--- src/rtl/day_number_to_calendar_date_core_macros.svh ---
// ----------------------------------------------------------------------------
// Day Number to Calendar Date Assertion Macros
// Shared concurrent assertion forms clocked on clk_i and disabled in reset.
// ----------------------------------------------------------------------------
`ifndef DAY_NUMBER_TO_CALENDAR_DATE_CORE_MACROS_SVH
`define DAY_NUMBER_TO_CALENDAR_DATE_CORE_MACROS_SVH

// Same-cycle implication.
`define DNCD_ASSERT_SAME(name, pre, post, msg) \
  name: assert property (@(posedge clk_i) disable iff (!rst_ni) (pre) |-> (post)) \
    else $error(msg);

// Next-cycle implication.
`define DNCD_ASSERT_NEXT(name, pre, post, msg) \
  name: assert property (@(posedge clk_i) disable iff (!rst_ni) (pre) |=> (post)) \
    else $error(msg);

`endif

--- src/rtl/dncd_pkg.sv ---
// ----------------------------------------------------------------------------
// Day Number to Calendar Date Package
// Widths, scaled-integer divider constants and shared types of the converter.
// ----------------------------------------------------------------------------
`default_nettype none

package dncd_pkg;

  localparam int DayBits   = 24;
  localparam int NumStages = 9;

  localparam logic [DayBits-1:0] CutoverReset = DayBits'(2299161);

  // Century correction: t = 4 * (a - 1867216) - 1, divided by 146097.
  localparam int TBits       = DayBits + 3;
  localparam int TMagBits    = DayBits + 2;
  localparam int CenturyBias = 4 * 1867216 + 1;
  localparam int AlphaDiv    = 146097;
  localparam int AlphaShift  = TMagBits + 18;
  localparam int AlphaBits   = TMagBits - 17;
  localparam int MulAlphaBits = AlphaShift - 17;
  localparam logic [63:0] MulAlphaWide =
    ((64'd1 << AlphaShift) + 64'(AlphaDiv) - 64'd1) / 64'(AlphaDiv);
  localparam logic [MulAlphaBits-1:0] MulAlpha = MulAlphaWide[MulAlphaBits-1:0];

  // Shifted day count b = a + 1524.
  localparam int BBits   = DayBits + 1;
  localparam int DayBias = 1524;

  // Year count c = (100 * b - 12210) / 36525.
  localparam int CNumBits = DayBits + 7;
  localparam int CNumBias = 12210;
  localparam int CDiv     = 36525;
  localparam int CShift   = CNumBits + 16;
  localparam int CBits    = CNumBits - 15;
  localparam int MulCBits = CShift - 15;
  localparam logic [63:0] MulCWide =
    ((64'd1 << CShift) + 64'(CDiv) - 64'd1) / 64'(CDiv);
  localparam logic [MulCBits-1:0] MulC = MulCWide[MulCBits-1:0];

  localparam int DBits = BBits + 1;

  // Day within the shifted year and month count e = 10000 * x / 306001.
  localparam int XBits    = 9;
  localparam int XMin     = 123;
  localparam int XMax     = 488;
  localparam int ENumBits = 23;
  localparam int EDiv     = 306001;
  localparam int EShift   = ENumBits + 19;
  localparam int EBits    = 4;
  localparam int MulEBits = EShift - 18;
  localparam logic [63:0] MulEWide =
    ((64'd1 << EShift) + 64'(EDiv) - 64'd1) / 64'(EDiv);
  localparam logic [MulEBits-1:0] MulE = MulEWide[MulEBits-1:0];

  localparam int YearBits     = 17;
  localparam int MonthBits    = 4;
  localparam int DomBits      = 5;
  localparam int YearCalcBits = CBits + 2;
  localparam int YearOffset   = 4715;
  localparam int MonthsPerYear = 12;

  typedef struct packed {
    logic [NumStages-1:0] valid;
    logic [NumStages-1:0] load;
  } dncd_pipe_t;

  // Day offset of the start of month count e, floor(30.6001 * e).
  function automatic logic [XBits-1:0] month_start(input logic [EBits-1:0] e);
    logic [XBits-1:0] s;
    unique case (e)
      4'd0:  s = XBits'((306001 * 0) / 10000);
      4'd1:  s = XBits'((306001 * 1) / 10000);
      4'd2:  s = XBits'((306001 * 2) / 10000);
      4'd3:  s = XBits'((306001 * 3) / 10000);
      4'd4:  s = XBits'((306001 * 4) / 10000);
      4'd5:  s = XBits'((306001 * 5) / 10000);
      4'd6:  s = XBits'((306001 * 6) / 10000);
      4'd7:  s = XBits'((306001 * 7) / 10000);
      4'd8:  s = XBits'((306001 * 8) / 10000);
      4'd9:  s = XBits'((306001 * 9) / 10000);
      4'd10: s = XBits'((306001 * 10) / 10000);
      4'd11: s = XBits'((306001 * 11) / 10000);
      4'd12: s = XBits'((306001 * 12) / 10000);
      4'd13: s = XBits'((306001 * 13) / 10000);
      4'd14: s = XBits'((306001 * 14) / 10000);
      4'd15: s = XBits'((306001 * 15) / 10000);
      default: s = '0;
    endcase
    return s;
  endfunction

endpackage

`default_nettype wire

--- src/rtl/dncd_pipe_ctrl.sv ---
// ----------------------------------------------------------------------------
// Day Number to Calendar Date Pipeline Control
// Valid bits of the datapath stages and the per-stage load enables.
// ----------------------------------------------------------------------------
`default_nettype none

module dncd_pipe_ctrl (
  input  wire logic               clk_i,
  input  wire logic               rst_ni,
  input  wire logic               in_valid_i,
  input  wire logic               out_stall_i,
  output logic                    in_stall_o,
  output dncd_pkg::dncd_pipe_t    pipe_o
);

  import dncd_pkg::*;

  logic [NumStages-1:0] valid_q;
  logic [NumStages-1:0] valid_d;
  logic [NumStages-1:0] load;

  always_comb begin
    load[NumStages-1] = !valid_q[NumStages-1] || !out_stall_i;
    for (int i = NumStages - 2; i >= 0; i--) begin
      load[i] = !valid_q[i] || load[i+1];
    end
  end

  always_comb begin
    valid_d[0] = in_valid_i;
    for (int i = 1; i < NumStages; i++) begin
      valid_d[i] = valid_q[i-1];
    end
  end

  always_ff @(posedge clk_i or negedge rst_ni) begin
    if (!rst_ni) begin
      valid_q <= '0;
    end else begin
      for (int i = 0; i < NumStages; i++) begin
        if (load[i]) begin
          valid_q[i] <= valid_d[i];
        end
      end
    end
  end

  assign in_stall_o   = !load[0];
  assign pipe_o.valid = valid_q;
  assign pipe_o.load  = load;

endmodule

`default_nettype wire

--- config.mk ---
export PLATFORM = sky130hd
export DESIGN_NAME = dncd_pipe_ctrl
export DESIGN_NICKNAME = d
export VERILOG_FILES = /design/src/rtl/day_number_to_calendar_date_core_macros.svh /design/src/rtl/dncd_pkg.sv /design/src/rtl/dncd_pipe_ctrl.sv
export SDC_FILE = /design/constraint.sdc
export NUM_CORES = 1
export LEC_CHECK = 0
export BUFFER_PORTS_ARGS = -buffer_cell sky130_fd_sc_hd__clkbuf_2
export CAP_MARGIN = 20
export CORE_AREA = 2 2 39 41
export DETAILED_ROUTE_END_ITERATION = 16
export DIE_AREA = 0 0 41 43
export PLACE_DENSITY_LB_ADDON = 0.3
export SETUP_SLACK_MARGIN = 0.5
export SKIP_CTS_REPAIR_TIMING = 1
export SYNTH_ARGS = -nofsm -noshare
export SYNTH_HDL_FRONTEND = slang
export SYNTH_SLANG_ARGS = --single-unit
--- constraint.sdc ---
create_clock -name clk_i -period 3 [get_ports clk_i]
set_clock_uncertainty 0.05 [all_clocks]
set_input_delay 0.15 -clock clk_i [delete_from_list [all_inputs] [get_ports clk_i]]
set_output_delay 0.15 -clock clk_i [all_outputs]
set_load 0.05 [all_outputs]
==> results of run 1 <==
## Yosys cell counts
library cell | n | area share [%]
nand2b_1 | 3 | 4.9
dfrtp_1 | 9 | 59
and4_1 | 3 | 6.9
nand2_1 | 3 | 3.0
a21o_1 | 2 | 3.9
nand3_1 | 3 | 3.9
buf_4 | 2 | 3.9
nand4_1 | 2 | 3.3
a31o_1 | 2 | 4.6
a41o_1 | 2 | 5.3
inv_1 | 1 | 0.99
## per-layer routing
metal  GRT usage, %  routed length (um)  up-vias
met5              0                   0        -
met4           6.00                   0        0
met3           3.14                  66        0
met2           13.4                 373       16
met1           13.3                 377      165
li1               -                   -      169
## how the worst max path moves through the flow
stage,end,slack (ps),depth (start not counted)
after floorplan,pipe_o[3],1180,3
after global placement,in_stall_o,1450,3
after detailed placement,in_stall_o,1410,3
after CTS,in_stall_o,1130,3
after global routing,in_stall_o,1020,3
final,in_stall_o,1160,3
## cell usage in the layout (no fill, tap or decap)
master / n
clkbuf_2: 22
a31o_1: 2
nand2_1: 3
dfrtp_1: 9
clkbuf_1: 1
nand4_1: 2
a41o_1: 2
a21o_1: 2
nand2b_1: 3
clkbuf_4: 3
inv_1: 1
nand3_1: 3
and4_1: 3
dlygate4sd3_1: 1
## worst max-delay path, delay by kind of cell (launching register included)
kind,cells,cell delay [ps]
AND/OR/NAND/NOR,2,740
buffers and inverters,1,270
flip-flops,1,380
## final cells by class
| type | instances | area share [%] |
|---|---|---|
| well taps | 16 | 3.76 |
| flip-flops and latches | 9 | 42.4 |
| multi-input cells | 20 | 25.6 |
| clock buffers | 4 | 4.94 |
| repair buffers | 23 | 22.6 |
| inverters | 1 | 0.706 |
## cell families after synthesis
group | synth area share [%]
AOI/OAI and AO/OA | 13.8
DFF | 59.2
buffers and inverters | 4.93
and+or+nand+nor | 22.0
## power groups by stage
stage | combinational (mW) | clock [mW] | sequential [mW]
finish | 0.237 | 0.0907 | 0.171
global route | 0.252 | 0.101 | 0.174
CTS | 0.239 | 0.0952 | 0.171
detailed placement | 0.238 | 0 | 0.173
global placement | 0.238 | 0 | 0.172
floorplan | 0.121 | 0 | 0.242
==> results.cfg, run 1 <==
[status]
status = finished clean

[hold_path]
holdPathEnd = valid_q[0]
hold_start = in_valid_i
hp-class = in2reg
whs_path_depth = 2

[layout]
seqCellArea_um2 = 225
n_antenna_cell = 0
areaGrowthSynthToFinish_pct = 39.8
reg.largest.list = valid_q: 9 flops
nets = 62
postLayoutCellArea_um2 = 532
fin_util_pct = 38.4
stdcell_count = 73
multi_input_area_um2 = 136
final_layout_size_suffix_gt1_share_pct = 43.9
fillCellCount = 150
largest_register_ff_count = 9
top_register = valid_q

[sta]
period_needed_ps = 1840
tightest_slew_ps = 435
setup_tns_ps = 0
fin_crit_sh_pct = 61.4
rsz0062_at_grt = no
hold_viol = 0
final-setup-viol-count = 0
holdWs_ps = 30.1
layout_setup_ws_ps = 1160
max_freq_ghz = 0.543
max_slew_margin_pct = 71.0
slew_viol_final = 0

[die]
rows = 14
die_w_um = 41
core_area_um2 = 1380
io_pins = 23
die_h_um = 43
initial_core_util_pct = 27.5
fp.dieArea_um2 = 1760

[clock_tree]
cts_buffers = 3
cts.sinks = 9
htree_num_levels = 1
cts_tree = done
root_buffer = clkbuf_4
path_clk_slew_ps = 60
worstSkewPairLatency_ps = 250
clock_path_buffers = 2

[placement]
dp_slack_ps = 1410
dpl_cell_area_um2 = 495
port_buffers = 22
gp_congestion = 0.609
hpwl_um = 584
dp_cells = 68

[setup_path]
crit_chain = and4_1 -> and4_1 -> clkbuf_2
endpoint_kind = output pin
crit_required_ps = 2800
r2r_end = valid_q[3]
cpMostUsedCell = and4_1
worst-path-max-fanout = 14
critPathLaunchType = flop
crit_arrival_ps = 1640
max_stage_delay_ps = 490
r2r_start = valid_q[7]
cp_slowest_cell = and4_1
startpoint = valid_q[7]
rrSetupSlack_ps = 1790
r2r_cells = 2
worstSetupPathType = reg2out

[detailed_routing]
vias = 350
final_antenna_net_count = 0
wl_per_cell_um = 11.2
dr.pass1.iters = 4
drc = 0
drt_iter0_drc = 5
wl_um = 816
viasPerCell = 4.79

[power_and_ir_drop]
pwr_density_cell_nw_per_um2 = 938
peakVddDrop_mv = 0.299
power.share.clock_pct = 18.2
seqPwrFrac_pct = 34.2
p_leak_nw = 0.262
total_power_uw = 499
p_int_uw = 243
pwr-share-comb_pct = 47.6
p_sw_share_pct = 51.3
power_switching_uw = 256

[global_routing]
antenna_found_initial = 0
grt_pass1_vias = 283
grt_overflow = 0
gr-usage-all-layers_pct = 9.95
grt_max_degree = 15
grt_pass1_wl_um = 1150

[synth]
seq_area_frac_synth_pct = 59.2
netlist_instances = 32
ys_types = 11
syn-cell-area_um2 = 380
yosys_warnings = 0
syn_nets = 36
synth-seq-cells = 9
syn_area_per_cell_um2 = 11.9

[run]
maxCapViolations = 0
(Power assumes the default switching activity.)
==> run 2: changes to the inputs <==
- clock period: 3 -> 1.7 ns (I/O delays scaled with it)
==> run 2 against run 1 <==
Against the previous run: flip-flop and latch count is the same; critical endpoint unchanged; cell count increased by 15%; first-iteration DRC count grew 60%; worst hold slack better by 56 ps; final area grew 38%; global-route usage increased by 0.21 points; routed wire length is 31% higher; combinational power grew to 2.5 times the previous value; register-to-register slack got worse by 1300 ps.
==> results.cfg, run 2 (synthesis results as in run 1) <==
[status]
status = finished clean

[layout]
layout_common_cells = 12 x clkbuf_2, 9 x buf_6, 7 x buf_4, 7 x dfrtp_2, 4 x and4_4
layout_commonest_cell = clkbuf_2
areaGrowthSynthToFinish_pct = 93.4
largest_register_ff_count = 9
reg.largest.list = valid_q: 9 flops
nets = 73
final_layout_size_suffix_gt1_share_pct = 70.6
stdcell_count = 84
top_register = valid_q
n_antenna_cell = 0

[setup_path]
crit_chain = and4_4 -> and4_4 -> buf_8
worst-path-max-fanout = 8
crit_arrival_ps = 1340
r2r_cells = 3
rrSetupSlack_ps = 520
endpoint_kind = output pin
cp_slowest_cell = dfrtp_2
max_stage_delay_ps = 430
crit_end = in_stall_o
startpoint = valid_q[5]
worstSetupPathType = reg2out
critPathLaunchType = flop
r2r_start = valid_q[8]
cpMostUsedCell = and4_4
crit_required_ps = 1560
r2r_end = valid_q[3]

[power_and_ir_drop]
power.share.clock_pct = 15.3
p_leak_nw = 0.343
p_sw_share_pct = 46.8
pwr-share-comb_pct = 56.0
power_switching_uw = 500
peakVddDrop_mv = 0.523
total_power_mw = 1.07
seqPwrFrac_pct = 28.7
p_int_uw = 567
pwr_density_cell_nw_per_um2 = 1450

[hold_path]
hp-class = in2reg
whs_path_depth = 3

[sta]
rsz0062_at_grt = yes
final-setup-viol-count = 0
max_freq_ghz = 0.676
slew_viol_final = 0
setup_tns_ps = 0
layout_setup_ws_ps = 221
max_slew_margin_pct = 81.0
period_needed_ps = 1480
tightest_slew_ps = 286
fin_crit_sh_pct = 87.0
hold_viol = 0

[clock_tree]
worstSkewPairLatency_ps = 260
cts_tree = done
cts.sinks = 9
root_buffer = clkbuf_4
htree_num_levels = 1
cts_buffers = 3
clock_path_buffers = 2
path_clk_slew_ps = 60

[die]
initial_core_util_pct = 27.5
die_h_um = 43
die_w_um = 41
io_pins = 23
rows = 14
core_area_um2 = 1380
fp.dieArea_um2 = 1760

[global_routing]
grt_overflow = 0
grt_pass1_wl_um = 1120
grt_max_degree = 15
antenna_found_initial = 0
grt_pass1_vias = 262
gr-usage-all-layers_pct = 10.2

[detailed_routing]
final_antenna_net_count = 0
viasPerCell = 4.73
drc = 0
vias = 397
dr.pass1.iters = 3
drt_iter0_drc = 8
wl_per_cell_um = 12.7
wl_um = 1070

[run]
maxCapViolations = 0

[placement]
gp_congestion = 0.633
dp_cells = 68
dp_slack_ps = 313
port_buffers = 22
hpwl_um = 577
[run 2: per-layer routing]
metal  up-vias  GRT usage, %  part of all wire [%]
li1        196             -                     -
met1       183          13.7                    44
met2        16          11.9                    48
met3         2          3.14                   5.6
met4         0          10.0                   1.5
met5         -             0                     0
[run 2: worst min path at each step]
stage / startpoint / endpoint
2_1_floorplan: rst_ni / valid_q[0]
3_3_place_gp: rst_ni / valid_q[1]
3_5_place_dp: rst_ni / valid_q[0]
4_1_cts: rst_ni / valid_q[0]
5_1_grt: out_stall_i / valid_q[7]
6_report: out_stall_i / valid_q[7]
[run 2: through the flow]
step / hold slack, ps / instance area (um2) / util [%]
global placement: -98.8 / 508 / 36.7
global route: 106 / 736 / 53.2
detailed placement: -101 / 508 / 36.7
finish: 86.0 / 736 / 53.2
CTS: -383 / 534 / 38.6
floorplan: -261 / 400 / -
[run 2: worst max-delay path, delay by kind of cell, from the launching register on]
family	cells	cell delay [ps]
buffers and inverters	1	140
flip-flops	1	430
AND/OR/NAND/NOR	2	520
[run 2: area by class of cell]
| cell class | instances | area, um2 |
|---|---|---|
| clock buffers | 4 | 26.3 |
| flip-flops and latches | 9 | 234 |
| well taps | 16 | 20.0 |
| fillers | 128 | 648 |
| repair buffers | 33 | 279 |
| multi-input cells | 21 | 170 |
| inverters | 1 | 6.26 |
[run 2: power groups by stage]
stage                     registers (mW)  logic, mW  clock network [mW]
after floorplan                    0.435      0.227                   0
after global placement             0.309      0.426                   0
after detailed placement           0.311      0.427                   0
after CTS                          0.307      0.427               0.170
after global routing               0.312      0.626               0.173
final                              0.306      0.598               0.163
==> run 3: changes to the inputs <==
- MAX_ROUTING_LAYER: not set -> met4
==> run 3 against run 2 <==
Against the previous run: flip-flop and latch count unchanged; routed wire length grew 2.3%; cell count is the same; non-clock buffer count stayed put; maximum frequency barely moved.
==> results.cfg, run 3 (synthesis results as in run 1) <==
[sta]
period_needed_ps = 1480
max_slew_margin_pct = 81.5
setup_tns_ps = 0
final-setup-viol-count = 0
max_freq_ghz = 0.676
slew_viol_final = 0
hold_viol = 0
fin_crit_sh_pct = 87.0
rsz0062_at_grt = yes
tightest_slew_ps = 279

[clock_tree]
cts_tree = done
path_clk_slew_ps = 60
htree_num_levels = 1
root_buffer = clkbuf_4
cts_buffers = 3
worstSkewPairLatency_ps = 260
clock_path_buffers = 2
cts.sinks = 9

[setup_path]
crit_required_ps = 1560
endpoint_kind = output pin
rrSetupSlack_ps = 520
critPathLaunchType = flop
worst-path-max-fanout = 8
crit_arrival_ps = 1340
worstSetupPathType = reg2out

[detailed_routing]
wl_per_cell_um = 13.0
vias = 407
final_antenna_net_count = 0
viasPerCell = 4.85
drc = 0
drt_iter0_drc = 10
wl_um = 1090
dr.pass1.iters = 4

[power_and_ir_drop]
pwr_density_cell_nw_per_um2 = 1450
total_power_mw = 1.07
p_leak_nw = 0.343
peakVddDrop_mv = 0.523

[run]
maxCapViolations = 0

[die]
rows = 14
initial_core_util_pct = 27.5
fp.dieArea_um2 = 1760
io_pins = 23
core_area_um2 = 1380
die_h_um = 43
die_w_um = 41

[global_routing]
grt_overflow = 0
antenna_found_initial = 0
grt_max_degree = 15
grt_pass1_vias = 262
grt_pass1_wl_um = 1120
gr-usage-all-layers_pct = 10.4

[layout]
n_antenna_cell = 0
layout_common_cells = 12 x clkbuf_2, 9 x buf_6, 7 x buf_4, 7 x dfrtp_2, 4 x and4_4
largest_register_ff_count = 9
layout_commonest_cell = clkbuf_2
final_layout_size_suffix_gt1_share_pct = 70.6
areaGrowthSynthToFinish_pct = 93.4
nets = 73
top_register = valid_q
reg.largest.list = valid_q: 9 flops

[placement]
hpwl_um = 577
port_buffers = 22
gp_congestion = 0.638

[hold_path]
hp-class = in2reg

[status]
status = finished clean
==> run 3: per-layer routing <==
layer | global-route usage [%] | share of wire, %
met1 | 13.7 | 43
met2 | 11.9 | 48
met3 | 3.14 | 7.1
met4 | 10.0 | 1.5
met5 | - | 0
==> run 3: layout make-up <==
| class | count | area, um2 |
|---|---|---|
| Sequential cell | 9 | 234 |
| Tap cell | 16 | 20.0 |
| Fill cell | 124 | 648 |
| Timing Repair Buffer | 33 | 279 |
| Inverter | 1 | 6.26 |
| Multi-Input combinational cell | 21 | 170 |
| Clock buffer | 4 | 26.3 |
==> run 3: path summary, 6_finish.rpt <==
path / startpoint / to / cells after the start
max in group asynchronous: rst_ni / valid_q[3] / 2
max reg2reg: valid_q[8] / valid_q[0] / 3
max: valid_q[5] / in_stall_o / 3
min: out_stall_i / valid_q[8] / 3
min reg2reg: valid_q[2] / valid_q[3] / 1
min in group asynchronous: rst_ni / valid_q[0] / 2
==> run 3: worst max-delay path, cell delays in order, from the launching register on <==
cell,delay [ps]
dfrtp_2,430
and4_4,280
and4_4,240
buf_8,140
==> run 3: per-stage QoR <==
step / hold WS [ps] / utilization, % / cell area (um2) / setup slack [ps] / cells
after floorplan: -261 / - / 400 / 146 / 32
after global placement: -98.8 / 36.7 / 508 / 335 / 68
after detailed placement: -101 / 36.7 / 508 / 313 / 68
after CTS: -383 / 38.6 / 534 / 19.2 / 72
after global routing: 113 / 53.2 / 736 / 172 / 84
final: 94.6 / 53.2 / 736 / 221 / 84
==> run 3: report_power, final <==
group          total [mW]  leakage (nW)  internal [mW]  switching (mW)
clock network       0.162        0.0150         0.0903          0.0718
logic               0.599         0.237          0.219           0.380
registers           0.307        0.0909          0.258          0.0483
